`src/hw/rtl/tcms_pkg.sv`:
```
// ----------------------------------------------------------------------------
// tcms_pkg
// Shared types and constants for the timed channel mask scaler.
// ----------------------------------------------------------------------------
package tcms_pkg;

    localparam int unsigned DEF_MAX_FRAMES   = 64;
    localparam int unsigned DEF_MAX_CHANNELS = 512;

    localparam int APB_AW = 5;
    localparam int APB_DW = 32;

    typedef enum logic [1:0] {
        FUNC_TICK    = 2'd0,
        FUNC_MASK_WR = 2'd1,
        FUNC_SAMPLE  = 2'd2,
        FUNC_RESTART = 2'd3
    } t_func;

    localparam logic [2:0] REG_MASK_ENABLE   = 3'd0;
    localparam logic [2:0] REG_FRAME_COUNT   = 3'd1;
    localparam logic [2:0] REG_MASK_CHANNELS = 3'd2;
    localparam logic [2:0] REG_STEP_MS       = 3'd3;
    localparam logic [2:0] REG_RANGE_START   = 3'd4;
    localparam logic [2:0] REG_RANGE_LENGTH  = 3'd5;

    localparam logic [15:0] STEP_MS_RST      = 16'd50;
    localparam logic [9:0]  RANGE_LENGTH_RST = 10'd512;

    localparam logic [7:0] MASK_FILL = 8'hFF;

    typedef struct packed {
        logic [1:0] func;
        logic [5:0] frame_sel;
        logic [8:0] chan;
        logic [7:0] byte_in;
    } t_in_word;

    typedef struct packed {
        logic [8:0] chan_out;
        logic [7:0] byte_out;
        logic       was_masked;
    } t_out_word;

    typedef struct packed {
        logic        mask_enable;
        logic [6:0]  frame_count;
        logic [9:0]  mask_channels;
        logic [15:0] step_ms;
        logic [8:0]  range_start;
        logic [9:0]  range_length;
    } t_cfg;

endpackage

```
`src/hw/rtl/tcms_timer.sv`:
```
// ----------------------------------------------------------------------------
// tcms_timer
// Millisecond step counter and shown-frame index.
// ----------------------------------------------------------------------------
module tcms_timer import tcms_pkg::*; #(
    parameter int unsigned MAX_FRAMES = DEF_MAX_FRAMES,
    localparam int unsigned FIW = (MAX_FRAMES > 1) ? $clog2(MAX_FRAMES) : 1,
    localparam int unsigned NFW = $clog2(MAX_FRAMES + 1)
) (
    input  logic           i_clk,
    input  logic           i_rst_n,
    input  t_cfg           i_cfg,
    input  logic           i_tick,
    input  logic           i_restart,
    output logic [FIW-1:0] o_frame_index
);

    logic [15:0]    r_ms, n_ms;
    logic [FIW-1:0] r_frame, n_frame;
    logic [15:0]    step;
    logic [16:0]    ms_inc;
    logic [NFW-1:0] nf;
    logic [FIW:0]   next_frame;

    always_comb begin
        step       = (i_cfg.step_ms == 16'd0) ? 16'd1 : i_cfg.step_ms;
        // frame count clamped to the store size
        nf         = (32'(i_cfg.frame_count) > MAX_FRAMES) ? NFW'(MAX_FRAMES)
                                                           : NFW'(i_cfg.frame_count);
        ms_inc     = {1'b0, r_ms} + 17'd1;
        next_frame = {1'b0, r_frame} + {{FIW{1'b0}}, 1'b1};
        n_ms       = r_ms;
        n_frame    = r_frame;
        if (i_restart) begin
            n_ms    = 16'd0;
            n_frame = '0;
        end else if (i_tick) begin
            if (ms_inc >= {1'b0, step}) begin
                n_ms = 16'd0;
                if (nf == '0) begin
                    n_frame = '0;
                end else if (32'(next_frame) >= 32'(nf)) begin
                    n_frame = '0;
                end else begin
                    n_frame = next_frame[FIW-1:0];
                end
            end else begin
                n_ms = ms_inc[15:0];
            end
        end
    end

    always_ff @(posedge i_clk) begin
        if (!i_rst_n) begin
            r_ms    <= 16'd0;
            r_frame <= '0;
        end else begin
            r_ms    <= n_ms;
            r_frame <= n_frame;
        end
    end

    assign o_frame_index = r_frame;

endmodule

```
`config.mk`:
```
export PLATFORM = sky130hd
export DESIGN_NAME = tcms_timer
export DESIGN_NICKNAME = d
export VERILOG_FILES = /design/src/hw/rtl/tcms_pkg.sv /design/src/hw/rtl/tcms_timer.sv
export SDC_FILE = /design/constraint.sdc
export NUM_CORES = 1
export LEC_CHECK = 0
export BUFFER_PORTS_ARGS = -buffer_cell sky130_fd_sc_hd__buf_2
export CAP_MARGIN = 20
export CORE_ASPECT_RATIO = 1.25
export CORE_MARGIN = 2
export CORE_UTILIZATION = 31
export CTS_CLUSTER_SIZE = 16
export DETAILED_ROUTE_END_ITERATION = 10
export SLEW_MARGIN = 20
export SYNTH_ARGS = -nofsm -noshare
export SYNTH_HDL_FRONTEND = slang
export SYNTH_SLANG_ARGS = --single-unit
```
`constraint.sdc`:
```
create_clock -name i_clk -period 5.3 [get_ports i_clk]
set_input_delay 0.265 -clock i_clk [delete_from_list [all_inputs] [get_ports i_clk]]
set_output_delay 0.265 -clock i_clk [all_outputs]
set_load 0.1 [all_outputs]
```
==> PnR_summary.wiki <==
{| class="wikitable"
! Metric !! Value
|-
| Number of design rule violations left after detail routing || 0
|-
| Total area of multi-input combinational cells || 1390 um2
|-
| Reg area || 440 um2
|-
| Cells along the critical path || ha_1 > nand3_2 > or4_4 > nor2_4 > xor2_2 > ha_1 > nand4_1 > nor2_1 > a32oi_1 > and4_1 > nor2_1 > a31o_1
|-
| Unrepaired setup endpoints after global routing || no
|-
| Number of vias per cell || between 5 and 6
|-
| Worst IR Drop VDD || 0.0699 mV
|-
| Worst Clk Skew || between 1.5 and 2 ps
|-
| Initial cell density of the core || 32.2%
|-
| Result of the run || finished clean
|-
| Largest fanout of any net on the critical path || 20
|-
| Net count after synthesis || ~340
|-
| Number of buffers on the longest clock path || 2
|-
| Synthesis-to-layout area growth || 11.8%
|-
| Top cell type's share of synthesized area || 22.0%
|-
| Final-layout fill cell count || about 660
|-
| Number of enable-type register cells in the synthesized netlist || 0
|-
| Fmax || 258 MHz
|-
| Total Neg Setup Slack || 0 ps
|-
| Post-placement setup slack || approximately 1500 ps
|-
| CTS Hold Bufs || 0
|-
| Antenna diode instance count || 0
|-
| Kind of critical path || reg2reg
|-
| Number of maximum-capacitance violations || 0
|-
| Synth warnings || 0
|-
| Number of buffers inserted during clock tree synthesis || 3
|-
| CP max-delay cell || sky130_fd_sc_hd__and4_1
|-
| Aggregate routed wire length || 4.48 mm
|-
| Peak per-stage delay on the critical path || 740 ps
|-
| Antenna-violating nets left || 0
|-
| Mean post-synth cell area || 7.69 um2
|-
| Synth area leaders || sky130_fd_sc_hd__dfxtp_1 22%, sky130_fd_sc_hd__ha_1 16%, sky130_fd_sc_hd__nand2_1 6.8%
|-
| Vertical die dimension || roughly 94 um
|-
| Final slew viol count || 0
|-
| Biggest area consumer among synthesized cells || sky130_fd_sc_hd__dfxtp_1
|-
| Later-pin clock latency in the skew report || 270 ps
|-
| I/O pin count || 63
|-
| Worst-margin pin slew || 927 ps
|-
| Initial antenna violation count || 0
|-
| Crit path from || r_ms[0]$_SDFFE_PP0P_
|-
| End of the critical path || o_frame_index[4]$_SDFFE_PP0P_
|-
| Cell chosen for the clock root || sky130_fd_sc_hd__clkbuf_8
|-
| Reg clk slew, reported paths || 80 ps
|-
| Critical Path Start Type || flop
|-
| Half-perimeter wire length after detailed placement || about 3.5 mm
|-
| Post-synthesis instance area || 2000 um2
|-
| Required time at the worst-slack endpoint || between 5000 and 6000 ps
|-
| Worst hold path depth || 3
|-
| Startpoint of the lowest-slack register-to-register path || r_ms[0]$_SDFFE_PP0P_
|-
| Cell count after synthesis || between 200 and 300
|-
| Full die area || 7110 um2
|-
| Reg2reg path depth || 12
|-
| X dimension of the die || about 76 um
|-
| Type of element capturing the critical path || flop
|-
| GR Overflow Total || 0
|-
| End of the worst register-to-register path || o_frame_index[4]$_SDFFE_PP0P_
|-
| Clock sink count || 22
|-
| Post-synthesis sequential element count || 22
|-
| Router iterations before antenna repair || 4
|-
| Routed vias || around 1,900
|-
| Leakage || 1.01 nW
|-
| Final Hold Fails || 0
|-
| Post-synth ARST share || 0%
|-
| Nets || 363
|-
| Row Count || 32
|-
| Top Family by Delay on Critical Path || simple AND/OR/NAND/NOR gates
|-
| Min Tclk post-route || 3870 ps
|-
| Min-Delay Path Class || in2reg
|-
| Hold_ws || roughly 350 ps
|-
| Number of instances resized during post-cts repair || 0
|-
| Number of port buffers || 32
|-
| Drt first-iter violations || 63
|-
| Arrival time worst endpoint || 4040 ps
|-
| Finish-stage setup viols || 0
|-
| Setup bufs post-CTS || 0
|-
| Clock tree from TritonCTS || yes
|-
| Post-synth cell types || 44
|-
| Total power consumption of the routed design || between 300 and 400 uW
|-
| Core box area || between 6000 and 7000 um2
|-
| Register area share after synthesis || 22.0%
|-
| Worst rel slew slack || 38.1%
|-
| Average detailed-routed wire length per instance || ~12 um
|-
| Final worst-path setup slack || approximately 1400 ps
|-
| Wire length of the first global-routing pass || between 7 and 8 mm
|-
| Reg-to-reg slack, setup || about 1400 ps
|-
| Depth of the CTS H-tree || 1
|-
| Count of buffer and inverter cells on the critical path || 0
|-
| Most frequently used flop master after synthesis || sky130_fd_sc_hd__dfxtp_1
|-
| GP Congestion || 0.795
|-
| Global Route Usage Sum || 13.5%
|-
| Ratio of cells with drive above 1 in the final layout || 16.1%
|-
| Pin count of the biggest net entering global routing || 32
|-
| Tcrit/Tclk final || 73.0%
|-
| Number of global-route vias before repair || 1,809
|-
| Cell Pwr Density || ~150 nW/um2
|-
| Number of logic stages on the critical path including buffering || 12
|}
==> cell type report <==
class / instances / share of cell area, %
Inverter: 20 / 3.36
Clock buffer: 4 / 2.46
Multi-Input combinational cell: 201 / 62.2
Sequential cell: 22 / 19.7
Tap cell: 85 / 4.76
Timing Repair Buffer: 33 / 7.50
==> cells by family after synthesis <==
kind of cell | Yosys count | share of synthesized area [%]
buf+inv | 37 | 8.38
flops | 22 | 22.0
xor+xnor | 18 | 8.26
compound gates | 49 | 17.4
fa+ha+maj | 25 | 15.6
simple gates | 109 | 28.3
==> where the power goes <==
| group | switching [mW] | internal [mW] |
|---|---|---|
| combinational | 0.0235 | 0.0165 |
| sequential | 0.000727 | 0.166 |
| clock | 0.0587 | 0.0664 |
| total | 0.0830 | 0.248 |
==> cells in the mapped netlist, drive strengths merged (2+ instances only) <==
cell     n
nand3b   2
xor2     8
o211a    6
or4      2
inv     20
nand4    8
nor2    11
o21ai    4
and3     2
a31oi    8
nand2b   2
a21o     4
a31o     6
clkbuf   6
buf     11
ha      25
a21oi   13
nor3    11
nand2   36
dfxtp   22
xnor2   10
nand3   22
nor4     5
nor2b    4
==> sequential cells by signal, summed over array words and instances (netlist names) <==
| name | count |
|---|---|
| r_ms | 16 |
| o_frame_index | 6 |
==> stage by stage <==
stage / utilization, % / cell area [um2] / cells
after floorplan: - / 2000 / 260
after global placement: 35.1 / 2180 / 361
after detailed placement: 35.1 / 2180 / 361
after CTS: 36.0 / 2240 / 365
after global routing: 36.0 / 2240 / 365
final: 36.0 / 2240 / 365
==> worst register-to-register path, stage by stage, from the launching register on <==
cell and delay (ps):
sky130_fd_sc_hd__dfxtp_1 440, sky130_fd_sc_hd__ha_1 310, sky130_fd_sc_hd__nand3_2 150, sky130_fd_sc_hd__or4_4 590
sky130_fd_sc_hd__nor2_4 140, sky130_fd_sc_hd__xor2_2 190, sky130_fd_sc_hd__ha_1 270, sky130_fd_sc_hd__nand4_1 120
sky130_fd_sc_hd__nor2_1 70, sky130_fd_sc_hd__a32oi_1 190, sky130_fd_sc_hd__and4_1 740, sky130_fd_sc_hd__nor2_1 280
sky130_fd_sc_hd__a31o_1 280
==> routing by layer <==
layer / global-route usage [%] / routed length, um
met1: 16.3 / 2130
met2: 23.9 / 2090
met3: 1.93 / 186
met4: 4.53 / 74
met5: 0 / 0
==> layout by cell type, fill, tap and decap left out, types with 2 or more instances in the layout <==
master / instances
sky130_fd_sc_hd__a31o_1: 6
sky130_fd_sc_hd__nor2b_1: 4
sky130_fd_sc_hd__nor2_1: 10
sky130_fd_sc_hd__nand3b_1: 2
sky130_fd_sc_hd__a31oi_1: 8
sky130_fd_sc_hd__a21oi_1: 12
sky130_fd_sc_hd__nor4_1: 5
sky130_fd_sc_hd__nand4_1: 8
sky130_fd_sc_hd__nor3_1: 11
sky130_fd_sc_hd__xnor2_1: 10
sky130_fd_sc_hd__xor2_1: 7
sky130_fd_sc_hd__inv_1: 20
sky130_fd_sc_hd__ha_1: 25
sky130_fd_sc_hd__and3_1: 2
sky130_fd_sc_hd__o21ai_0: 4
sky130_fd_sc_hd__nand3_1: 19
sky130_fd_sc_hd__buf_2: 32
sky130_fd_sc_hd__nand2_1: 36
sky130_fd_sc_hd__dfxtp_1: 22
sky130_fd_sc_hd__clkbuf_8: 4
sky130_fd_sc_hd__a21o_1: 4
sky130_fd_sc_hd__o211a_1: 6
sky130_fd_sc_hd__nand3_2: 3
sky130_fd_sc_hd__nand2b_1: 2
==> worst min path at each step <==
stage	from	end
2_1_floorplan	r_ms[6]$_SDFFE_PP0P_	r_ms[6]$_SDFFE_PP0P_
3_3_place_gp	r_ms[6]$_SDFFE_PP0P_	r_ms[6]$_SDFFE_PP0P_
3_5_place_dp	r_ms[6]$_SDFFE_PP0P_	r_ms[6]$_SDFFE_PP0P_
4_1_cts	i_tick	r_ms[14]$_SDFFE_PP0P_
5_1_grt	i_tick	r_ms[14]$_SDFFE_PP0P_
6_report	i_tick	r_ms[14]$_SDFFE_PP0P_
(Power assumes the default switching activity.)
