==> src/hw/rtl/tcms_pkg.sv <==
// ----------------------------------------------------------------------------
// tcms_pkg
// Shared types and constants for the timed channel mask scaler.
// ----------------------------------------------------------------------------
package tcms_pkg;

    localparam int unsigned DEF_MAX_FRAMES   = 64;
    localparam int unsigned DEF_MAX_CHANNELS = 512;

    localparam int APB_AW = 5;
    localparam int APB_DW = 32;

    typedef enum logic [1:0] {
        FUNC_TICK    = 2'd0,
        FUNC_MASK_WR = 2'd1,
        FUNC_SAMPLE  = 2'd2,
        FUNC_RESTART = 2'd3
    } t_func;

    localparam logic [2:0] REG_MASK_ENABLE   = 3'd0;
    localparam logic [2:0] REG_FRAME_COUNT   = 3'd1;
    localparam logic [2:0] REG_MASK_CHANNELS = 3'd2;
    localparam logic [2:0] REG_STEP_MS       = 3'd3;
    localparam logic [2:0] REG_RANGE_START   = 3'd4;
    localparam logic [2:0] REG_RANGE_LENGTH  = 3'd5;

    localparam logic [15:0] STEP_MS_RST      = 16'd50;
    localparam logic [9:0]  RANGE_LENGTH_RST = 10'd512;

    localparam logic [7:0] MASK_FILL = 8'hFF;

    typedef struct packed {
        logic [1:0] func;
        logic [5:0] frame_sel;
        logic [8:0] chan;
        logic [7:0] byte_in;
    } t_in_word;

    typedef struct packed {
        logic [8:0] chan_out;
        logic [7:0] byte_out;
        logic       was_masked;
    } t_out_word;

    typedef struct packed {
        logic        mask_enable;
        logic [6:0]  frame_count;
        logic [9:0]  mask_channels;
        logic [15:0] step_ms;
        logic [8:0]  range_start;
        logic [9:0]  range_length;
    } t_cfg;

endpackage

==> src/hw/rtl/tcms_regs.sv <==
// ----------------------------------------------------------------------------
// tcms_regs
// APB configuration registers of the mask scaler.
// ----------------------------------------------------------------------------
module tcms_regs import tcms_pkg::*; (
    input  logic              i_clk,
    input  logic              i_rst_n,
    input  logic              psel,
    input  logic              penable,
    input  logic              pwrite,
    input  logic [APB_AW-1:0] paddr,
    input  logic [APB_DW-1:0] pwdata,
    output logic [APB_DW-1:0] prdata,
    output logic              pready,
    output t_cfg              o_cfg
);

    t_cfg       r_cfg;
    logic       wr_en;
    logic [2:0] idx;

    assign pready = 1'b1;
    assign wr_en  = psel && penable && pwrite;
    assign idx    = paddr[4:2];

    always_ff @(posedge i_clk) begin
        if (!i_rst_n) begin
            r_cfg.mask_enable   <= 1'b0;
            r_cfg.frame_count   <= 7'd0;
            r_cfg.mask_channels <= 10'd0;
            r_cfg.step_ms       <= STEP_MS_RST;
            r_cfg.range_start   <= 9'd0;
            r_cfg.range_length  <= RANGE_LENGTH_RST;
        end else if (wr_en) begin
            case (idx)
                REG_MASK_ENABLE:   r_cfg.mask_enable   <= pwdata[0];
                REG_FRAME_COUNT:   r_cfg.frame_count   <= pwdata[6:0];
                REG_MASK_CHANNELS: r_cfg.mask_channels <= pwdata[9:0];
                REG_STEP_MS:       r_cfg.step_ms       <= pwdata[15:0];
                REG_RANGE_START:   r_cfg.range_start   <= pwdata[8:0];
                REG_RANGE_LENGTH:  r_cfg.range_length  <= pwdata[9:0];
                default: ;
            endcase
        end
    end

    always_comb begin
        case (idx)
            REG_MASK_ENABLE:   prdata = {31'd0, r_cfg.mask_enable};
            REG_FRAME_COUNT:   prdata = {25'd0, r_cfg.frame_count};
            REG_MASK_CHANNELS: prdata = {22'd0, r_cfg.mask_channels};
            REG_STEP_MS:       prdata = {16'd0, r_cfg.step_ms};
            REG_RANGE_START:   prdata = {23'd0, r_cfg.range_start};
            REG_RANGE_LENGTH:  prdata = {22'd0, r_cfg.range_length};
            default:           prdata = '0;
        endcase
    end

    assign o_cfg = r_cfg;

endmodule

==> config.mk <==
export PLATFORM = sky130hd
export DESIGN_NAME = tcms_regs
export DESIGN_NICKNAME = d
export VERILOG_FILES = /design/src/hw/rtl/tcms_pkg.sv /design/src/hw/rtl/tcms_regs.sv
export SDC_FILE = /design/constraint.sdc
export NUM_CORES = 1
export LEC_CHECK = 0
export BUFFER_PORTS_ARGS = -buffer_cell sky130_fd_sc_hd__buf_2
export CAP_MARGIN = 5
export CORE_MARGIN = 4
export CORE_UTILIZATION = 42
export DETAILED_ROUTE_END_ITERATION = 8
export HOLD_SLACK_MARGIN = 0.02
export PLACE_DENSITY_LB_ADDON = 0.3
export SYNTH_ARGS = -nofsm -noshare
export SYNTH_HDL_FRONTEND = slang
export SYNTH_SLANG_ARGS = --single-unit
==> constraint.sdc <==
create_clock -name i_clk -period 0.9 [get_ports i_clk]
set_input_delay 0 -clock i_clk [delete_from_list [all_inputs] [get_ports i_clk]]
set_output_delay 0 -clock i_clk [all_outputs]
set_load 0.05 [all_outputs]
==> results.md, run 1 <==
* Via Count at 2727
* Cell count after synthesis at 278
* Critical path arrival at 1.48 ns
* Vias in the first global route at 2906
* Seq pwr share at 47.1%
* First-pass GRT wire length at 15200 microns
* Static Leak at 0.00221 uW
* GR Util met3 at 5.93%
* Average cell area after synthesis at 9.66 sq um
* Largest net degree at the start of global routing at 24
* Highest-count cells in the layout ignoring fill and taps: nand2_1, buf_6, mux2i_1, buf_4
* GRT met1 Usage at 27.9%
* Setup TNS at -6.37 ns
* Max frequency at 674 MHz
* Post-Route WL at 10300 microns
* VDD IR max at 0.00133 V
* Crit path capture type: primary output
* Placed Instances at 476
* CP max FO at 2
* Max reg flops at 53
* Dpl ws at -0.369 ns
* Core ar. at 6060 sq um
* Clock latency on the worst-skew pair at 0.32 ns
* Synth Register Bits at 53
* Starting Density at 44.3%
* Setup ws final at -0.584 ns
* Synth area leader: dfxtp_1
* Mapped cell area at 2690 sq um
* Clk pwr share at 30.2%
* IO Count at 128
* Post-route minimum period at 1.48 ns
* Register area share after synthesis at 39.5%
* Clock sinks at 53
* Final Wtd Congestion at 0.776
* Startpoint kind of the worst setup timing path: flop
* Share of the synthesized area in the top cell type at 39.5%
* Drt first pass iters at 4
* Top cells by area, synth: dfxtp_1, mux2i_1, nand2_1
* DP HPWL at 5730 microns
* Fin util at 84.7%
* Register area at 1220 sq um
* Fin. Hold Viols at 0
* Worst-path clk slew at 0.10 ns
* Row cnt at 28
* Synth-to-layout area growth at 91.0%
* # fillers at 279
* Routed length per instance at 19.8 microns
* Commonest non-fill, non-tap cell in the layout: nand2_1
* Pwr Total at 4840 uW
* Worst Path Required at 0.90 ns
* Die H at 88.0 microns
* Final #Nets at 486
* P_sw at 1530 uW
* Grt met2 use at 48.5%
* Num CTS Buffers at 5
* H-tree Lvls at 2
* Multi-input logic area at 1730 sq um
* Post-synth cell types at 27
* Hold Crit Class: input pin to flop
* GR peak layer: met2
* Ys Warns at 0
* Layout cells sized above 1 at 61.8%
* Number of diodes at 0
* Port Buffers at 92
* Setup violators final at 53
* Final Cycle Share at 165%
* Detail Route Antenna Nets at 0
* Power Density at 942 nW/um^2
* Failing checks: negative setup slack
* RSZ-0062 raised after global routing: true
* Fin. max-slew vios at 0
* CTS tree: done
* Via/cell ratio at 5.24
* Skew final at 0 ns
* Crit Path Class: flop to primary output
* Die width at 88.0 microns
* GRT Util Overall at 25.9%
* Internal Pwr Total at 3300 uW
* Switching Share at 31.7%
* Clk buf depth at 2
* Initial drt markers at 92
* MaxCap Viol Count at 0
* Drt drc at 0
* Initial antenna violation count at 0
* Status: complete, but fails checks
* Comb pwr share at 22.7%
* Die area at 7740 sq um
* Layout Cells excl Fill at 520
* Gr ovfl total at 0
* Root Driver: clkbuf_8
## path summary, 6_finish.rpt
kind | start | endpoint | slack, ns | cells past startpoint
min | pwdata[4] | o_cfg[23]$_SDFFE_PN1P_ | 0.01 | 3
max reg2reg | o_cfg[19]$_SDFFE_PN0P_ | o_cfg[19]$_SDFFE_PN0P_ | -0.06 | 5
min reg2reg | o_cfg[32]$_SDFFE_PN0P_ | o_cfg[32]$_SDFFE_PN0P_ | 0.48 | 2
max | o_cfg[19]$_SDFFE_PN0P_ | prdata[0] | -0.58 | 4
## worst max-delay path, stage by stage, from the launching register on
cell	delay, ns
dfxtp_4	0.36
mux4_2	0.48
inv_2	0.10
o22ai_4	0.07
buf_6	0.16
## per-layer routing
layer | vias up | share of wire, %
met4 | 0 | 3.5
met3 | 28 | 5.2
li1 | 1261 | -
met1 | 1339 | 38
met2 | 99 | 53
met5 | - | 0
## power groups by stage
| stage | Combinational [uW] | Clock, uW | Sequential (uW) |
|---|---|---|---|
| 6_report | 1100 | 1460 | 2280 |
| 3_5_place_dp | 940 | 0 | 2340 |
| 3_3_place_gp | 931 | 0 | 2340 |
| 2_1_floorplan | 681 | 0 | 2410 |
| 4_1_cts | 1060 | 1460 | 2290 |
| 5_1_grt | 1150 | 1560 | 2280 |
## timing repair
item / in CTS / in global routing
setup buffers: 10 / 30
endpoints found under the setup margin: 70 / 61
endpoints found under the hold margin: 20 / 0
resized for setup: 194 / 41
pin swaps: 8 / 0
gates cloned: 0 / 0
hold buffers: 12 / 0
## cell type report
| type | instances | area share (%) |
|---|---|---|
| repair buffers | 181 | 38.4 |
| multi-input cells | 198 | 33.8 |
| flip-flops and latches | 53 | 23.8 |
| well taps | 75 | 1.83 |
| clock buffers | 7 | 1.68 |
| inverters | 5 | 0.366 |
| clock inverters | 1 | 0.146 |
## per-stage QoR
| step | instance area, sq um | hold WS [ns] |
|---|---|---|
| 5_1_grt | 5130 | 0.0604 |
| 6_report | 5130 | 0.0141 |
| 3_3_place_gp | 4000 | 0.240 |
| 4_1_cts | 4920 | 0.0202 |
| 3_5_place_dp | 4000 | 0.249 |
| 2_1_floorplan | 3200 | 0.135 |
## synth_stat cells
cell and count:
nand4_1 1, or3_1 1, o22ai_1 4, mux4_2 1, clkbuf_1 7, nand2_1 65
o41ai_1 1, and3_1 6, o21a_1 6, o21ai_0 4, a221oi_1 6, inv_1 5
nor2b_1 1, and2b_1 1, buf_6 5, mux2i_1 60, o311ai_0 5, buf_4 21
nor2_4 1, nand4b_4 1, conb_1 2, nor2_1 6, nor2_8 3, dfxtp_1 53
buf_2 4, nand2b_4 2, mux2_2 6
## cells by family after synthesis
kind of cell | after synthesis | share of synthesized area, %
AO/OA/AOI/OAI | 26 | 7.27
multiplexers | 67 | 25.7
AND/OR/NAND/NOR | 88 | 16.9
buffers and inverters | 42 | 10.4
other | 2 | 0.280
flip-flops | 53 | 39.5
Power figures use the tool's default switching activity.
==> run 2: changes to the inputs <==
--- a/config.mk
+++ b/config.mk
@@ -15,3 +15,4 @@
 export SYNTH_ARGS = -nofsm -noshare
 export SYNTH_HDL_FRONTEND = slang
 export SYNTH_SLANG_ARGS = --single-unit
+export TNS_END_PERCENT = 20
==> run 2 against run 1 <==
First-iteration DRC count increased by 64%. Critical path type unchanged. Via count increased by 1.8%. Highest routed layer unchanged. Final area decreased by 1.0%. Power increased by 0.23%. Critical endpoint unchanged. Clock skew unchanged. Sequential power about the same. The flow still finishes with violations (negative setup slack).
==> results.md, run 2 (synthesized netlist as in run 1, its figures left out) <==
* Status: complete, but fails checks
* Failing checks: negative setup slack
* Slowest-stage cell, CP: mux4_2
* Worst Path Required at 0.90 ns (about the same)
* Worst path cell trace: mux4_2 > inv_2 > o22ai_4 > buf_6
* Layout cells sized above 1 at 62.6% (+0.78 points)
* GRT Util Overall at 24.0% (-1.9 points)
* VDD IR max at 0.000891 V (-33%)
* Highest-count cells in the layout ignoring fill and taps: buf_4, nand2_1, buf_6, mux2i_1, dfxtp_4
* CP max FO at 2 (unchanged)
* Dpl ws at -0.284 ns (+0.0844 ns)
* Initial drt markers at 151 (+64%)
* Max reg flops at 53 (unchanged)
* Clk buf depth at 2 (unchanged)
* Max frequency at 692 MHz (+2.8%)
* Synth-to-layout area growth at 89.0%
* Worst-Margin Slew at 0.532 ns
* Launch point of the worst reg-to-reg path: o_cfg[52]$_SDFFE_PN0P_
* Drt drc at 0 (unchanged)
* Clock latency on the worst-skew pair at 0.31 ns (about the same)
* Post-route minimum period at 1.44 ns (-0.0399 ns)
* Final #Nets at 498 (+2.5%)
* Final Cycle Share at 160% (-4.4 points)
* Post-Route WL at 10400 microns (+0.79%)
* Via/cell ratio at 5.22 (-0.46%)
* Core ar. at 6060 sq um (unchanged)
* Power Density at 955 nW/um^2 (+1.3%)
* Worst-case reg-to-reg path depth at 3 (-2)
* Vias in the first global route at 2914 (+0.28%)
* WP depth at 4 (unchanged)
* Gr ovfl total at 0 (unchanged)
* DP HPWL at 5820 microns (+1.7%)
* Worst setup path start: o_cfg[19]$_SDFFE_PN0P_
* CTS tree: done
* Crit path capture: prdata[0]
* Initial antenna violation count at 0 (unchanged)
* Crit Path Class: flop to primary output
* CP top delay family: multiplexers
* Num CTS Buffers at 5 (unchanged)
* Setup ws final at -0.544 ns (+0.0399 ns)
* Worst hold start: pwdata[8]
* Fin. max-slew vios at 0 (unchanged)
* Reg2Reg Capture Point: o_cfg[52]$_SDFFE_PN0P_
* Hold Crit Class: input pin to flop
* RSZ-0062 raised after global routing: true
* Via Count at 2777 (+1.8%)
* Final Wtd Congestion at 0.788 (+1.5%)
* Worst path bufs/invs at 2 (unchanged)
* Port Buffers at 92 (unchanged)
* Clock sinks at 53 (unchanged)
* Row cnt at 28 (unchanged)
* IO Count at 128 (unchanged)
* Die H at 88.0 microns (unchanged)
* Critical path arrival at 1.44 ns (-0.04 ns)
* Setup TNS at -6.33 ns (+0.0409 ns)
* Fin. Hold Viols at 0 (unchanged)
* H-tree Lvls at 2 (unchanged)
* Root Driver: clkbuf_8
* Number of diodes at 0 (unchanged)
* Pwr Total at 4850 uW (+0.23%)
* Skew final at 0 ns (unchanged)
* Routed length per instance at 19.5 microns (-1.5%)
* Startpoint kind of the worst setup timing path: flop
* Worst-path clk slew at 0.09 ns (about the same)
* Slew HR at 64.1%
* Crit path capture type: primary output
* Largest stage delay, worst path at 0.47 ns (about the same)
* DP Area at 4000 sq um (+0.19%)
* First-pass GRT wire length at 14500 microns (-4.6%)
* Static Leak at 0.00223 uW (+0.96%)
* MaxCap Viol Count at 0 (unchanged)
* Starting Density at 44.3% (unchanged)
* Setup violators final at 60 (+13%)
* Die width at 88.0 microns (unchanged)
* Finished layout cell area at 5080 sq um (-1.0%)
* Largest net degree at the start of global routing at 23 (-4.2%)
* Drt first pass iters at 4 (unchanged)
* Detail Route Antenna Nets at 0 (unchanged)
* Commonest non-fill, non-tap cell in the layout: buf_4
* Reg2reg setup slack at -0.09 ns (-0.03 ns)
* Die area at 7740 sq um (unchanged)
-- run 2: cell types whose count changed in the layout (fill, tap and decap cells not counted), moves of 2 or more --
cell       before  now
buf_6          56   61
dfxtp_4        37   27
buf_12         12    9
clkbuf_16       0    2
dfxtp_2        16   26
buf_4          42   69
buf_8          37   20
-- run 2: how the worst min path moves through the flow --
stage / endpoint / slack, ns / depth (start not counted)
CTS: o_cfg[52]$_SDFFE_PN0P_ / 0.03 / 3
finish: o_cfg[27]$_SDFFE_PN0P_ / 0.05 / 3
global placement: o_cfg[31]$_SDFFE_PN0P_ / 0.25 / 3
detailed placement: o_cfg[34]$_SDFFE_PN0P_ / 0.26 / 3
global route: o_cfg[47]$_SDFFE_PN0P_ / 0.05 / 3
floorplan: o_cfg[29]$_SDFFE_PN0P_ / 0.14 / 2
-- run 2: metal layers --
| metal | up-vias | track usage, % | routed length [microns] |
|---|---|---|---|
| met5 | - | 0 | 0 |
| met4 | 0 | 7.81 | 342 |
| met3 | 29 | 5.83 | 635 |
| met2 | 120 | 42.7 | 5480 |
| met1 | 1348 | 28.3 | 3910 |
| li1 | 1280 | - | - |
-- run 2: layout make-up --
| class | instances | area (sq um) |
|---|---|---|
| multi-input combinational | 198 | 1740 |
| sequential | 53 | 1190 |
| inverter | 5 | 18.8 |
| fill | 295 | 983 |
| clock inverter | 1 | 7.51 |
| timing repair buffer | 193 | 1950 |
| clock buffer | 7 | 76.3 |
| tap | 75 | 93.8 |
-- run 2: where the power goes --
part           internal [uW]  switching (uW)  leakage (uW)
combinational            461             702       0.00173
sequential              2290            15.6      0.000459
clock                    554             827     0.0000385
total                   3300            1540       0.00223
-- run 2: repair_timing --
item,4_1_cts,5_1_grt
hold buffers,11,0
endpoints found under the hold margin,14,0
setup endpoints to repair,69,106
gates resized for setup,154,55
setup buffers,11,10
cloned,0,2
pin swaps,8,4
-- run 2: worst register-to-register path, delay by kind of cell, from the launching register on --
kind | cells | cell delay [ns]
buf+inv | 1 | 0.14
compound gates | 2 | 0.34
flops | 1 | 0.36
-- run 2: stage by stage --
| stage | instances | hold slack [ns] | utilization, % |
|---|---|---|---|
| after detailed placement | 491 | 0.263 | 66.1 |
| after global routing | 532 | 0.0514 | 83.8 |
| after CTS | 521 | 0.0298 | 78.8 |
| final | 532 | 0.0452 | 83.8 |
| after global placement | 491 | 0.248 | 66.1 |
| after floorplan | 293 | 0.142 | - |
