### src/hw/rtl/tcms_pkg.sv
// ----------------------------------------------------------------------------
// tcms_pkg
// Shared types and constants for the timed channel mask scaler.
// ----------------------------------------------------------------------------
package tcms_pkg;

    localparam int unsigned DEF_MAX_FRAMES   = 64;
    localparam int unsigned DEF_MAX_CHANNELS = 512;

    localparam int APB_AW = 5;
    localparam int APB_DW = 32;

    typedef enum logic [1:0] {
        FUNC_TICK    = 2'd0,
        FUNC_MASK_WR = 2'd1,
        FUNC_SAMPLE  = 2'd2,
        FUNC_RESTART = 2'd3
    } t_func;

    localparam logic [2:0] REG_MASK_ENABLE   = 3'd0;
    localparam logic [2:0] REG_FRAME_COUNT   = 3'd1;
    localparam logic [2:0] REG_MASK_CHANNELS = 3'd2;
    localparam logic [2:0] REG_STEP_MS       = 3'd3;
    localparam logic [2:0] REG_RANGE_START   = 3'd4;
    localparam logic [2:0] REG_RANGE_LENGTH  = 3'd5;

    localparam logic [15:0] STEP_MS_RST      = 16'd50;
    localparam logic [9:0]  RANGE_LENGTH_RST = 10'd512;

    localparam logic [7:0] MASK_FILL = 8'hFF;

    typedef struct packed {
        logic [1:0] func;
        logic [5:0] frame_sel;
        logic [8:0] chan;
        logic [7:0] byte_in;
    } t_in_word;

    typedef struct packed {
        logic [8:0] chan_out;
        logic [7:0] byte_out;
        logic       was_masked;
    } t_out_word;

    typedef struct packed {
        logic        mask_enable;
        logic [6:0]  frame_count;
        logic [9:0]  mask_channels;
        logic [15:0] step_ms;
        logic [8:0]  range_start;
        logic [9:0]  range_length;
    } t_cfg;

endpackage

### src/hw/rtl/tcms_scale.sv
// ----------------------------------------------------------------------------
// tcms_scale
// Sample pipeline: mask read, multiply, divide by 255, output register.
// ----------------------------------------------------------------------------
module tcms_scale import tcms_pkg::*; (
    input  logic      i_clk,
    input  logic      i_rst_n,
    input  logic      i_load,
    input  logic [8:0] i_chan,
    input  logic [7:0] i_val,
    input  logic      i_apply,
    input  logic [7:0] i_mask,
    output logic      o_adv,
    output logic      o_out_valid,
    input  logic      i_out_ready,
    output t_out_word o_out_word
);

    logic        r_s1_v, r_s1_apply;
    logic [8:0]  r_s1_chan;
    logic [7:0]  r_s1_val;
    logic        r_s2_v, r_s2_apply;
    logic [8:0]  r_s2_chan;
    logic [15:0] r_s2_prod;
    logic        r_out_v;
    t_out_word   r_out_word;
    logic        adv_out, adv2, adv1;
    logic [15:0] div_sum;
    logic [7:0]  quot;

    // each stage moves when the one after it is empty or moving
    assign adv_out = !r_out_v || i_out_ready;
    assign adv2    = !r_s2_v || adv_out;
    assign adv1    = !r_s1_v || adv2;

    // p/255 for p <= 255*255
    assign div_sum = r_s2_prod + 16'd1 + {8'd0, r_s2_prod[15:8]};
    assign quot    = div_sum[15:8];

    always_ff @(posedge i_clk) begin
        if (!i_rst_n) begin
            r_s1_v  <= 1'b0;
            r_s2_v  <= 1'b0;
            r_out_v <= 1'b0;
        end else begin
            if (adv1) begin
                r_s1_v <= i_load;
            end
            if (adv2) begin
                r_s2_v <= r_s1_v;
            end
            if (adv_out) begin
                r_out_v <= r_s2_v;
            end
        end
    end

    always_ff @(posedge i_clk) begin
        if (adv1 && i_load) begin
            r_s1_chan  <= i_chan;
            r_s1_val   <= i_val;
            r_s1_apply <= i_apply;
        end
        if (adv2 && r_s1_v) begin
            r_s2_chan  <= r_s1_chan;
            r_s2_apply <= r_s1_apply;
            r_s2_prod  <= r_s1_apply ? (16'(r_s1_val) * 16'(i_mask)) : {8'd0, r_s1_val};
        end
        if (adv_out && r_s2_v) begin
            r_out_word.chan_out   <= r_s2_chan;
            r_out_word.byte_out   <= r_s2_apply ? quot : r_s2_prod[7:0];
            r_out_word.was_masked <= r_s2_apply;
        end
    end

    assign o_adv       = adv1;
    assign o_out_valid = r_out_v;
    assign o_out_word  = r_out_word;

endmodule

### config.mk
export PLATFORM = sky130hd
export DESIGN_NAME = tcms_scale
export DESIGN_NICKNAME = d
export VERILOG_FILES = /design/src/hw/rtl/tcms_pkg.sv /design/src/hw/rtl/tcms_scale.sv
export SDC_FILE = /design/constraint.sdc
export NUM_CORES = 1
export LEC_CHECK = 0
export BUFFER_PORTS_ARGS = -buffer_cell sky130_fd_sc_hd__buf_2
export CORE_MARGIN = 3
export CORE_UTILIZATION = 47
export DETAILED_ROUTE_END_ITERATION = 16
export GPL_TIMING_DRIVEN = 0
export PLACE_DENSITY_LB_ADDON = 0.08
export SLEW_MARGIN = 5
export SYNTH_ARGS = -nofsm -noshare
export SYNTH_HDL_FRONTEND = slang
export SYNTH_SLANG_ARGS = --single-unit
### constraint.sdc
create_clock -name i_clk -period 6 [get_ports i_clk]
set_clock_uncertainty 0.1 [all_clocks]
set_input_delay 1.2 -clock i_clk [delete_from_list [all_inputs] [get_ports i_clk]]
set_output_delay 1.2 -clock i_clk [all_outputs]
set_load 0.01 [all_outputs]
==> metrics.md, run 1 <==
| Metric | Value |
|---|---|
| Status | finished clean |
| TritonCTS Buffers | 9 |
| Die height | 105 microns |
| Setup-violating endpoint count in the final report | 0 |
| Final period utilization | 0.863 |
| Sequential fraction of the synthesis area | 0.417 |
| Synth Instances | 401 |
| Ys async rst share | 0 |
| Worst rel slew slack | 0.365 |
| Post-Syn Area | 4600 sq um |
| Post-CTS Repair Setup Buffers | 0 |
| Initial antenna violation count | 0 |
| R2r endpoint | r_s2_prod[14] |
| Drt total wl | 8740 microns |
| Iteration-0 DRC Markers | 168 |
| Critical path class | in -> reg |
| Grt ovf | 0 |
| Design Area, Final | 5270 sq um |
| Vias per cell | 5.13 |
| GRT Total Usage | 0.174 |
| WL met1 | 3980 microns |
| R2R setup slack | 1190 ps |
| Initial core utilization | 0.491 |
| Lkg Pwr | 2.31 nW |
| Layout Area Growth over Synthesis | 14.5% |
| # nets final | 572 |
| Placed instance area | 5050 sq um |
| Worst slew pin tran | 949 ps |
| Gates resized, CTS repair | 0 |
| Worst r2r src | r_s1_val[3] |
| Net Count, Synth | 510 |
| Synth Register Bits | 65 |
| Post-synthesis cell type count | 44 |
| CTS tree | done |
| Highest metal used | met4 |
| DRC | 0 |
| Number of global-route vias before repair | 3,160 |
| Multi-input gate area | 2450 sq um |
| Worst R2R Path Depth | 13 |
| Yosys warns | 0 |
| Number of I/O port buffers | 49 |
| Core area | 9370 sq um |
| Fillers | 847 |
| Power density over cell area | 340 nW/um^2 |
| Startpoint types | primary input |
| Worst-path clk slew | 70 ps |
| Hold_buf cts | 0 |
| DRT Pass-1 Iters | 4 |
| Worst hold path class | reg -> reg |
| Share of layout cells above drive strength 1 | 0.175 |
| RePlAce Congestion | 0.827 |
| Ant diodes | 0 |
| Wire length on met3 | 506 microns |
| Routed wl met2 | 4060 microns |
| First-pass GRT wire length | 15,100 microns |
| Tmin final | 5180 ps |
| DPL Wire Length | 6830 microns |
| IO Pins | 50 |
| Setup tns final | 0 ps |
| Synth Area per Inst | 11.5 sq um |
| Register area | 1920 sq um |
| Largest net degree at the start of global routing | 19 |
| Final Hold Viols | 0 |
| CTS Sinks | 65 |
| Max cap viols | 0 |
| Post-synth EDFFs | 62 |
| FMAX | 0.193 GHz |
| Clk buf depth | 2 |
| H-tree depth | 3 |
| Die area | 11,000 sq um |
| Unrepaired setup endpoints after global routing | no |
| VDD IR max | 0.000192 V |
| Chip Width | 105 microns |
| Main flop type after synthesis | edfxtp_1 |
| WL/cell | 14.6 microns |
| Worst skew pair latency | 340 ps |
| Clk Tree Root Cell | clkbuf_8 |
| Crit path from | i_mask[4] |
| WP data required | 5980 ps |
| Routed Antenna Nets | 0 |
| Max-slew violations | 0 |
| Crit-path max FO | 8 |
| Critical path capture point type | flop |
| Worst Setup EP | r_s2_prod[14] |
| Routed via count | 3,062 |
| Worst endpoint data arrival time | 5160 ps |
| # rows | 35 |
## report_power, final
group          switching, W  total, W  internal, W
Combinational      0.000445  0.000784     0.000339
Sequential        0.0000414  0.000602     0.000560
Clock              0.000173  0.000410     0.000237
Total              0.000659   0.00180      0.00114
## per-stage QoR
step	setup WS (ps)	std cells	utilization	hold WS [ps]	power, W
2_1_floorplan	899	401	-	300	0.00121
3_3_place_gp	491	579	0.535	301	0.00138
5_1_grt	688	597	0.563	330	0.00196
4_1_cts	831	597	0.563	324	0.00181
6_report	824	597	0.563	319	0.00180
3_5_place_dp	454	581	0.538	305	0.00140
## cell usage in the layout, fill, tap and decap left out, types with 4 or more instances in the layout
| master | Yosys | routed |
|---|---|---|
| clkbuf_8 | 0 | 9 |
| and2_1 | 49 | 49 |
| inv_1 | 58 | 58 |
| mux2i_1 | 4 | 4 |
| a31oi_1 | 8 | 7 |
| nand2_1 | 25 | 25 |
| mux2_2 | 4 | 4 |
| buf_2 | 0 | 49 |
| o21a_1 | 7 | 7 |
| fa_1 | 36 | 36 |
| nor2_1 | 19 | 19 |
| a21oi_1 | 9 | 9 |
| edfxtp_1 | 62 | 62 |
| ha_1 | 43 | 43 |
| o21ai_0 | 16 | 16 |
| a211oi_1 | 7 | 7 |
## final cells by class
cell class / instances / area share
multi-input cells: 274 / 0.466
flip-flops and latches: 65 / 0.364
repair buffers: 51 / 0.0508
inverters: 59 / 0.0420
well taps: 129 / 0.0306
clock buffers: 9 / 0.0235
clock inverters: 7 / 0.0195
plain buffers: 3 / 0.00356
## worst min-delay path by stage
stage / start / endpoint / slack (ps) / cells after the start
after floorplan: r_s2_chan[1] / o_out_word[10] / 300 / 0
after CTS: r_s2_chan[7] / o_out_word[16] / 320 / 0
after detailed placement: r_s2_chan[4] / o_out_word[13] / 300 / 0
after global placement: r_s2_chan[6] / o_out_word[15] / 300 / 0
final: r_s2_chan[4] / o_out_word[13] / 320 / 0
after global routing: r_s1_chan[1] / r_s2_chan[1] / 330 / 0
## per-layer routing
metal | GRT usage | vias up
met1 | 0.234 | 1469
met4 | 0.0544 | 0
met5 | 0 | -
met3 | 0.0488 | 14
li1 | - | 1499
met2 | 0.273 | 80
## cells by family (layout without fill, tap and decap cells)
group                      Yosys count  after routing  share of synthesized area
muxes                                8              8                     0.0185
xor gates and xnor gates             5              5                    0.00951
AOI/OAI and AO/OA                   65             65                     0.0918
buffers and inverters               62            129                     0.0522
DFF                                 65             65                      0.417
and+or+nand+nor                    117            117                      0.137
adders and majority gates           79             79                      0.273
## synthesized netlist by cell type (2+ instances only)
| cell type | instances | area share |
|---|---|---|
| clkbuf_1 | 2 | 0.0016 |
| nor2_1 | 19 | 0.015 |
| inv_1 | 58 | 0.047 |
| a21o_1 | 3 | 0.0049 |
| or3_1 | 3 | 0.0041 |
| nor2b_1 | 4 | 0.0054 |
| and2_1 | 49 | 0.067 |
| nor3_1 | 3 | 0.0033 |
| edfxtp_1 | 62 | 0.40 |
| o2bb2ai_1 | 2 | 0.0038 |
| a21boi_0 | 2 | 0.0033 |
| mux2i_1 | 4 | 0.0087 |
| xnor2_1 | 2 | 0.0038 |
| o21ai_0 | 16 | 0.017 |
| nand2_1 | 25 | 0.020 |
| a31oi_1 | 8 | 0.011 |
| o21ai_1 | 2 | 0.0022 |
| o21a_1 | 7 | 0.011 |
| ha_1 | 43 | 0.12 |
| nand3_2 | 2 | 0.0043 |
| mux2_2 | 4 | 0.0098 |
| o31ai_1 | 2 | 0.0033 |
| xor2_1 | 3 | 0.0057 |
| nand2b_1 | 3 | 0.0041 |
| a21oi_1 | 9 | 0.0098 |
| fa_1 | 36 | 0.16 |
| nand3_1 | 3 | 0.0033 |
| dfxtp_1 | 3 | 0.013 |
| a211oi_1 | 7 | 0.011 |
## flip-flops by register name, summed over array words and instances, names as in the netlist
register	flops
r_s1_val	8
r_s1_apply	1
r_s2_v	1
r_s2_apply	1
o_out_valid	1
r_s2_prod	16
r_s1_chan	9
r_s2_chan	9
o_out_word	18
r_s1_v	1
## worst max-delay path: stages
cell and delay (ps):
buf_2 160, and2_1 170, fa_1 570, fa_1 450, fa_1 540, inv_1 50, fa_1 520, inv_1 40
ha_1 380, a211oi_1 250, o21bai_1 140, a21o_1 190, a221oi_1 370, mux2i_1 130
Note: power is estimated with default switching activity, not from simulation.
==> run 2, diff against run 1 <==
CORE_UTILIZATION = 60   (was 47)
clock period = 6.65 ns   (was 6 ns; I/O delays follow)
==> run 2 against run 1 <==
Cell area decreased by 1.2%. Via count is 1.4% higher. Combinational power decreased by 10%. Highest routed layer unchanged.
==> metrics.md, run 2 (same netlist as run 1, synthesis figures left out) <==
| Metric | Value |
|---|---|
| Status | finished clean |
| Final Hold Viols | 0 (unchanged) |
| Power density over cell area | 302 nW/um^2 (-11%) |
| Most frequent CP cell | fa_1 |
| Worst-path clk slew | 70 ps (about the same) |
| FMAX | 0.191 GHz |
| Worst hold path class | reg -> reg |
| DRC | 0 (unchanged) |
| Die height | 93.6 microns (-11%) |
| Most common cell after layout, fill and taps aside | edfxtp_1 |
| Slowest CP cell | fa_1 |
| Total Power | 0.00157 W (-12%) |
| DPL Wire Length | 6650 microns (-2.6%) |
| Max reg flops | 18 (unchanged) |
| Startpoint types | primary input |
| Worst hold slack | 321 ps (+1.87 ps) |
| Ant diodes | 0 (unchanged) |
| Die area | 8760 sq um (-20%) |
| Crit path from | i_mask[4] |
| VDD IR max | 0.000203 V (+6.1%) |
| DRT Pass-1 Iters | 4 (unchanged) |
| Iteration-0 DRC Markers | 133 (-21%) |
| Max-slew violations | 0 (unchanged) |
| Max cap viols | 0 (unchanged) |
| H-tree depth | 3 (unchanged) |
| Pre-CTS WS | 1070 ps (+613 ps) |
| Share of layout cells above drive strength 1 | 0.175 (unchanged) |
| Worst slew pin tran | 877 ps (-72.1 ps) |
| Commonest non-fill, non-tap cells in the layout | edfxtp_1, inv_1, and2_1, buf_2, ha_1 |
| Worst endpoint data arrival time | 5210 ps (+50 ps) |
| Final period utilization | 0.788 |
| CTS Sinks | 65 (unchanged) |
| Vias per cell | 5.47 (+6.7%) |
| Hold_buf cts | 0 (unchanged) |
| Crit-path max FO | 8 (unchanged) |
| Number of global-route vias before repair | 3,107 (-1.7%) |
| Gates resized, CTS repair | 0 (unchanged) |
| Critical path capture point type | flop |
| First-pass GRT wire length | 14,200 microns (-5.5%) |
| Initial core utilization | 0.628 (+0.137) |
| Unrepaired setup endpoints after global routing | no |
| Chip Width | 93.6 microns (-11%) |
| Core area | 7330 sq um (-22%) |
| Routed via count | 3,104 (+1.4%) |
| GRT Total Usage | 0.212 (+0.0387) |
| Tmin final | 5240 ps |
| Number of I/O port buffers | 49 (unchanged) |
| Worst min-delay path startpoint | r_s1_chan[5] |
| Grt ovf | 0 (unchanged) |
| Crit-path cells | buf_2 -> and2_1 -> fa_1 -> fa_1 -> fa_1 -> inv_1 -> fa_1 -> inv_1 -> ha_1 -> a211oi_1 -> o21bai_1 -> a21o_1 -> a221oi_1 -> mux2i_1 |
| Critical path class | in -> reg |
| CTS tree | done |
| R2R setup slack | 1900 ps (+710 ps) |
| Layout Area Growth over Synthesis | 13.2% |
| WL/cell | 14.8 microns (+1.4%) |
| WP data required | 6620 ps (+640 ps) |
| Routed Antenna Nets | 0 (unchanged) |
| Post-route setup slack | 1410 ps (+586 ps) |
| Worst skew pair latency | 330 ps (about the same) |
| Initial antenna violation count | 0 (unchanged) |
| Clk buf depth | 2 (unchanged) |
| Max incr delay on CP | 560 ps (about the same) |
| Clk Tree Root Cell | clkbuf_8 |
| TritonCTS Buffers | 9 (unchanged) |
| Post-CTS Repair Setup Buffers | 0 (unchanged) |
| # rows | 31 (-11%) |
| Worst rel slew slack | 0.413 (+0.0483) |
| IO Pins | 50 (unchanged) |
| Lkg Pwr | 2.30 nW (-0.43%) |
| Largest net degree at the start of global routing | 19 (unchanged) |
| Setup tns final | 0 ps (unchanged) |
| RePlAce Congestion | 0.863 (+4.4%) |
| Worst r2r src | r_s1_val[3] |
| Drt total wl | 8420 microns (-3.7%) |
| # nets final | 572 (unchanged) |
| Setup-violating endpoint count in the final report | 0 (unchanged) |
-- run 2: changes by cell type in the layout (fill, tap and decap cells not counted), sizes merged --
cell | previous run | this run
bufinv | 2 | 1
inv | 59 | 60
-- run 2: critical path: cells and delay by family --
kind / cells / cell delay [ps]
compound gates: 4 / 880
fa+ha+maj: 5 / 2450
buf+inv: 3 / 240
mux: 1 / 120
simple gates: 1 / 170
-- run 2: routing by layer --
| metal | wire, microns | vias to the layer above | GRT usage |
|---|---|---|---|
| met5 | 0 | - | 0 |
| met4 | 244 | 0 | 0.0626 |
| met3 | 486 | 20 | 0.0483 |
| met2 | 4080 | 92 | 0.344 |
| met1 | 3610 | 1485 | 0.289 |
| li1 | - | 1507 | - |
-- run 2: cell type report --
cell class	instances	area, sq um
Buffer	3	18.8
Clock buffer	9	124
Clock inverter	7	77.6
Fill cell	536	2120
Inverter	59	221
Multi-Input combinational cell	274	2450
Sequential cell	65	1920
Tap cell	99	124
Timing Repair Buffer	51	268
-- run 2: power breakdown --
group	internal (W)	switching, W
sequential	0.000505	0.0000363
combinational	0.000306	0.000396
clock	0.000176	0.000151
total	0.000988	0.000584
-- run 2: worst paths after layout --
kind	endpoint	cells after the start
worst max-delay path	r_s2_prod[14]	14
worst min-delay path	r_s2_chan[5]	0
worst max register to register	r_s2_prod[14]	13
worst min register to register	r_s2_chan[5]	0
-- run 2: stage by stage --
stage,cell area [sq um],std cells,utilization
2_1_floorplan,4600,401,-
3_3_place_gp,4970,549,0.678
3_5_place_dp,5010,551,0.683
4_1_cts,5210,567,0.711
5_1_grt,5210,567,0.711
6_report,5210,567,0.711
==> run 3, diff against run 2 <==
CORE_UTILIZATION = 54   (was 60)
clock period = 4.5 ns   (was 6.65 ns; I/O delays follow)
==> run 3 against run 2 <==
Utilization decreased by 5.3 points. Sequential cell count unchanged. Sequential power increased by 47%. Count of clock-buffer cells in the layout unchanged. Worst setup slack got worse by 1400 ps. Combinational power increased by 76%. Cell area increased by 4.2%. Final cell count increased by 2.6%. Register-to-register slack got worse by 1800 ps. Non-clock buffer count increased by 9. Global-route usage decreased by 1.6 points. Largest cell class unchanged.
==> metrics.md, run 3 (same netlist as run 1, synthesis figures left out) <==
| Metric | Value |
|---|---|
| RePlAce Congestion | 0.835 (-3.3%) |
| Critical path class | in -> reg |
| Grt met2 use | 0.327 (-0.0177) |
| Worst skew pair latency | 340 ps (about the same) |
| Die area | 9670 sq um (+10%) |
| WP data required | 4480 ps (-2140 ps) |
| GR Layer Usage met1 | 0.271 (-0.0176) |
| Final Hold Viols | 0 (unchanged) |
| Unrepaired setup endpoints after global routing | yes |
| Clk buf depth | 2 (unchanged) |
| Max cap viols | 0 (unchanged) |
| Routed Antenna Nets | 0 (unchanged) |
| Final period utilization | 0.988 |
| Routed via count | 3,080 (-0.77%) |
| Fin cells | 582 (+2.6%) |
| Share of layout cells above drive strength 1 | 0.245 (+0.0701) |
| GRT busiest layer | met2 |
| Number of global-route vias before repair | 3,126 (+0.61%) |
| Worst-path clk slew | 80 ps (about the same) |
| Setup-violating endpoint count in the final report | 0 (unchanged) |
| Drt total wl | 8800 microns (+4.6%) |
| WL/cell | 15.1 microns (+1.9%) |
| IO Pins | 50 (unchanged) |
| Power density over cell area | 458 nW/um^2 (+52%) |
| TritonCTS Buffers | 9 (unchanged) |
| # nets final | 581 (+1.6%) |
| Layout Area Growth over Synthesis | 17.9% |
| Worst slew pin tran | 881 ps (+4.12 ps) |
| M3 GR Usage | 0.0393 (-0.00898) |
| DPL Wire Length | 6790 microns (+2.1%) |
| Core area | 8260 sq um (+13%) |
| Grt ovf | 0 (unchanged) |
| Worst hold slack | 323 ps (+2.25 ps) |
| Commonest non-fill, non-tap cells in the layout | edfxtp_1, inv_1, and2_1, buf_2, ha_1 |
| FMAX | 0.225 GHz |
| DRC | 0 (unchanged) |
| First-pass GRT wire length | 15,000 microns (+5.5%) |
| Worst hold path class | reg -> reg |
| Die height | 98.3 microns (+5.1%) |
| Worst endpoint data arrival time | 4430 ps (-780 ps) |
| Most common cell after layout, fill and taps aside | edfxtp_1 |
| Vias per cell | 5.29 (-3.3%) |
| GRT Total Usage | 0.196 (-0.0161) |
| Iteration-0 DRC Markers | 176 (+32%) |
| Max reg flops | 18 (unchanged) |
| Max-slew violations | 0 (unchanged) |
| Lkg Pwr | 2.34 nW (+1.8%) |
| Placed cell count | 557 (+1.1%) |
| Initial antenna violation count | 0 (unchanged) |
| Number of I/O port buffers | 49 (unchanged) |
| CTS Sinks | 65 (unchanged) |
| H-tree depth | 3 (unchanged) |
| VDD IR max | 0.000273 V (+34%) |
| Final Util | 0.657 (-0.0533) |
| Ant diodes | 0 (unchanged) |
| Worst rel slew slack | 0.410 (-0.00276) |
| Initial core utilization | 0.558 (-0.0705) |
| Post-route setup slack | 52.4 ps (-1360 ps) |
| Crit-path max FO | 8 (unchanged) |
| Clk Tree Root Cell | clkbuf_8 |
| Critical path capture point type | flop |
| Largest net degree at the start of global routing | 19 (unchanged) |
| Tmin final | 4450 ps |
| DRT Pass-1 Iters | 4 (unchanged) |
| Pre-CTS WS | -452 ps (-1520 ps) |
| Chip Width | 98.3 microns (+5.1%) |
| CTS tree | done |
| # rows | 33 (+6.5%) |
| Startpoint types | primary input |
| Status | finished clean |
[run 3: worst paths after layout]
path	startpoint	to	slack [ps]	depth (start not counted)
hold / removal	r_s2_chan[0]	o_out_word[9]	320	0
setup / recovery	i_mask[2]	r_s2_prod[14]	50	14
setup reg to reg	r_s1_val[6]	r_s2_prod[14]	120	13
hold reg to reg	r_s2_chan[0]	o_out_word[9]	320	0
[run 3: layout make-up]
cell class,count,area (sq um)
repair buffers,60,362
plain buffers,3,18.8
multi-input cells,274,2590
inverters,59,221
clock inverters,7,61.3
fillers,673,2830
clock buffers,9,124
well taps,105,131
flip-flops and latches,65,1920
[run 3: per-stage QoR]
stage               power (W)  setup TNS (ps)  instance area [sq um]
detailed placement    0.00194           -3060                   5070
global placement      0.00193           -2970                   5030
finish                0.00249               0                   5430
floorplan             0.00169               0                   4650
global route          0.00273           -92.9                   5430
CTS                   0.00243               0                   5280
[run 3: power by group]
| part | internal [W] | leakage, nW | total [W] | switching [W] |
|---|---|---|---|---|
| clock | 0.000210 | 0.0888 | 0.000456 | 0.000246 |
| combinational | 0.000570 | 1.64 | 0.00124 | 0.000666 |
| sequential | 0.000747 | 0.607 | 0.000797 | 0.0000500 |
[run 3: worst max-delay path: stages]
cell and delay [ps]:
buf_4 150, and2_4 140, fa_1 570, fa_1 440
fa_1 490, inv_1 60, fa_1 530, inv_1 60
ha_4 180, a211oi_2 210, o21bai_1 100, a21o_1 170
a221oi_2 320, mux2i_1 110
[run 3: metal layers]
metal,up-vias,part of all wire
li1,1517,-
met1,1495,0.46
met2,64,0.49
met3,4,0.045
met4,0,0.0041
met5,-,0
[run 3: repair_timing]
| action | 4_1_cts | 5_1_grt |
|---|---|---|
| pin swaps | 3 | 18 |
| setup buffers | 0 | 9 |
| hold buffers | 0 | 0 |
| setup endpoints to repair | 4 | 8 |
| gates resized for setup | 8 | 27 |
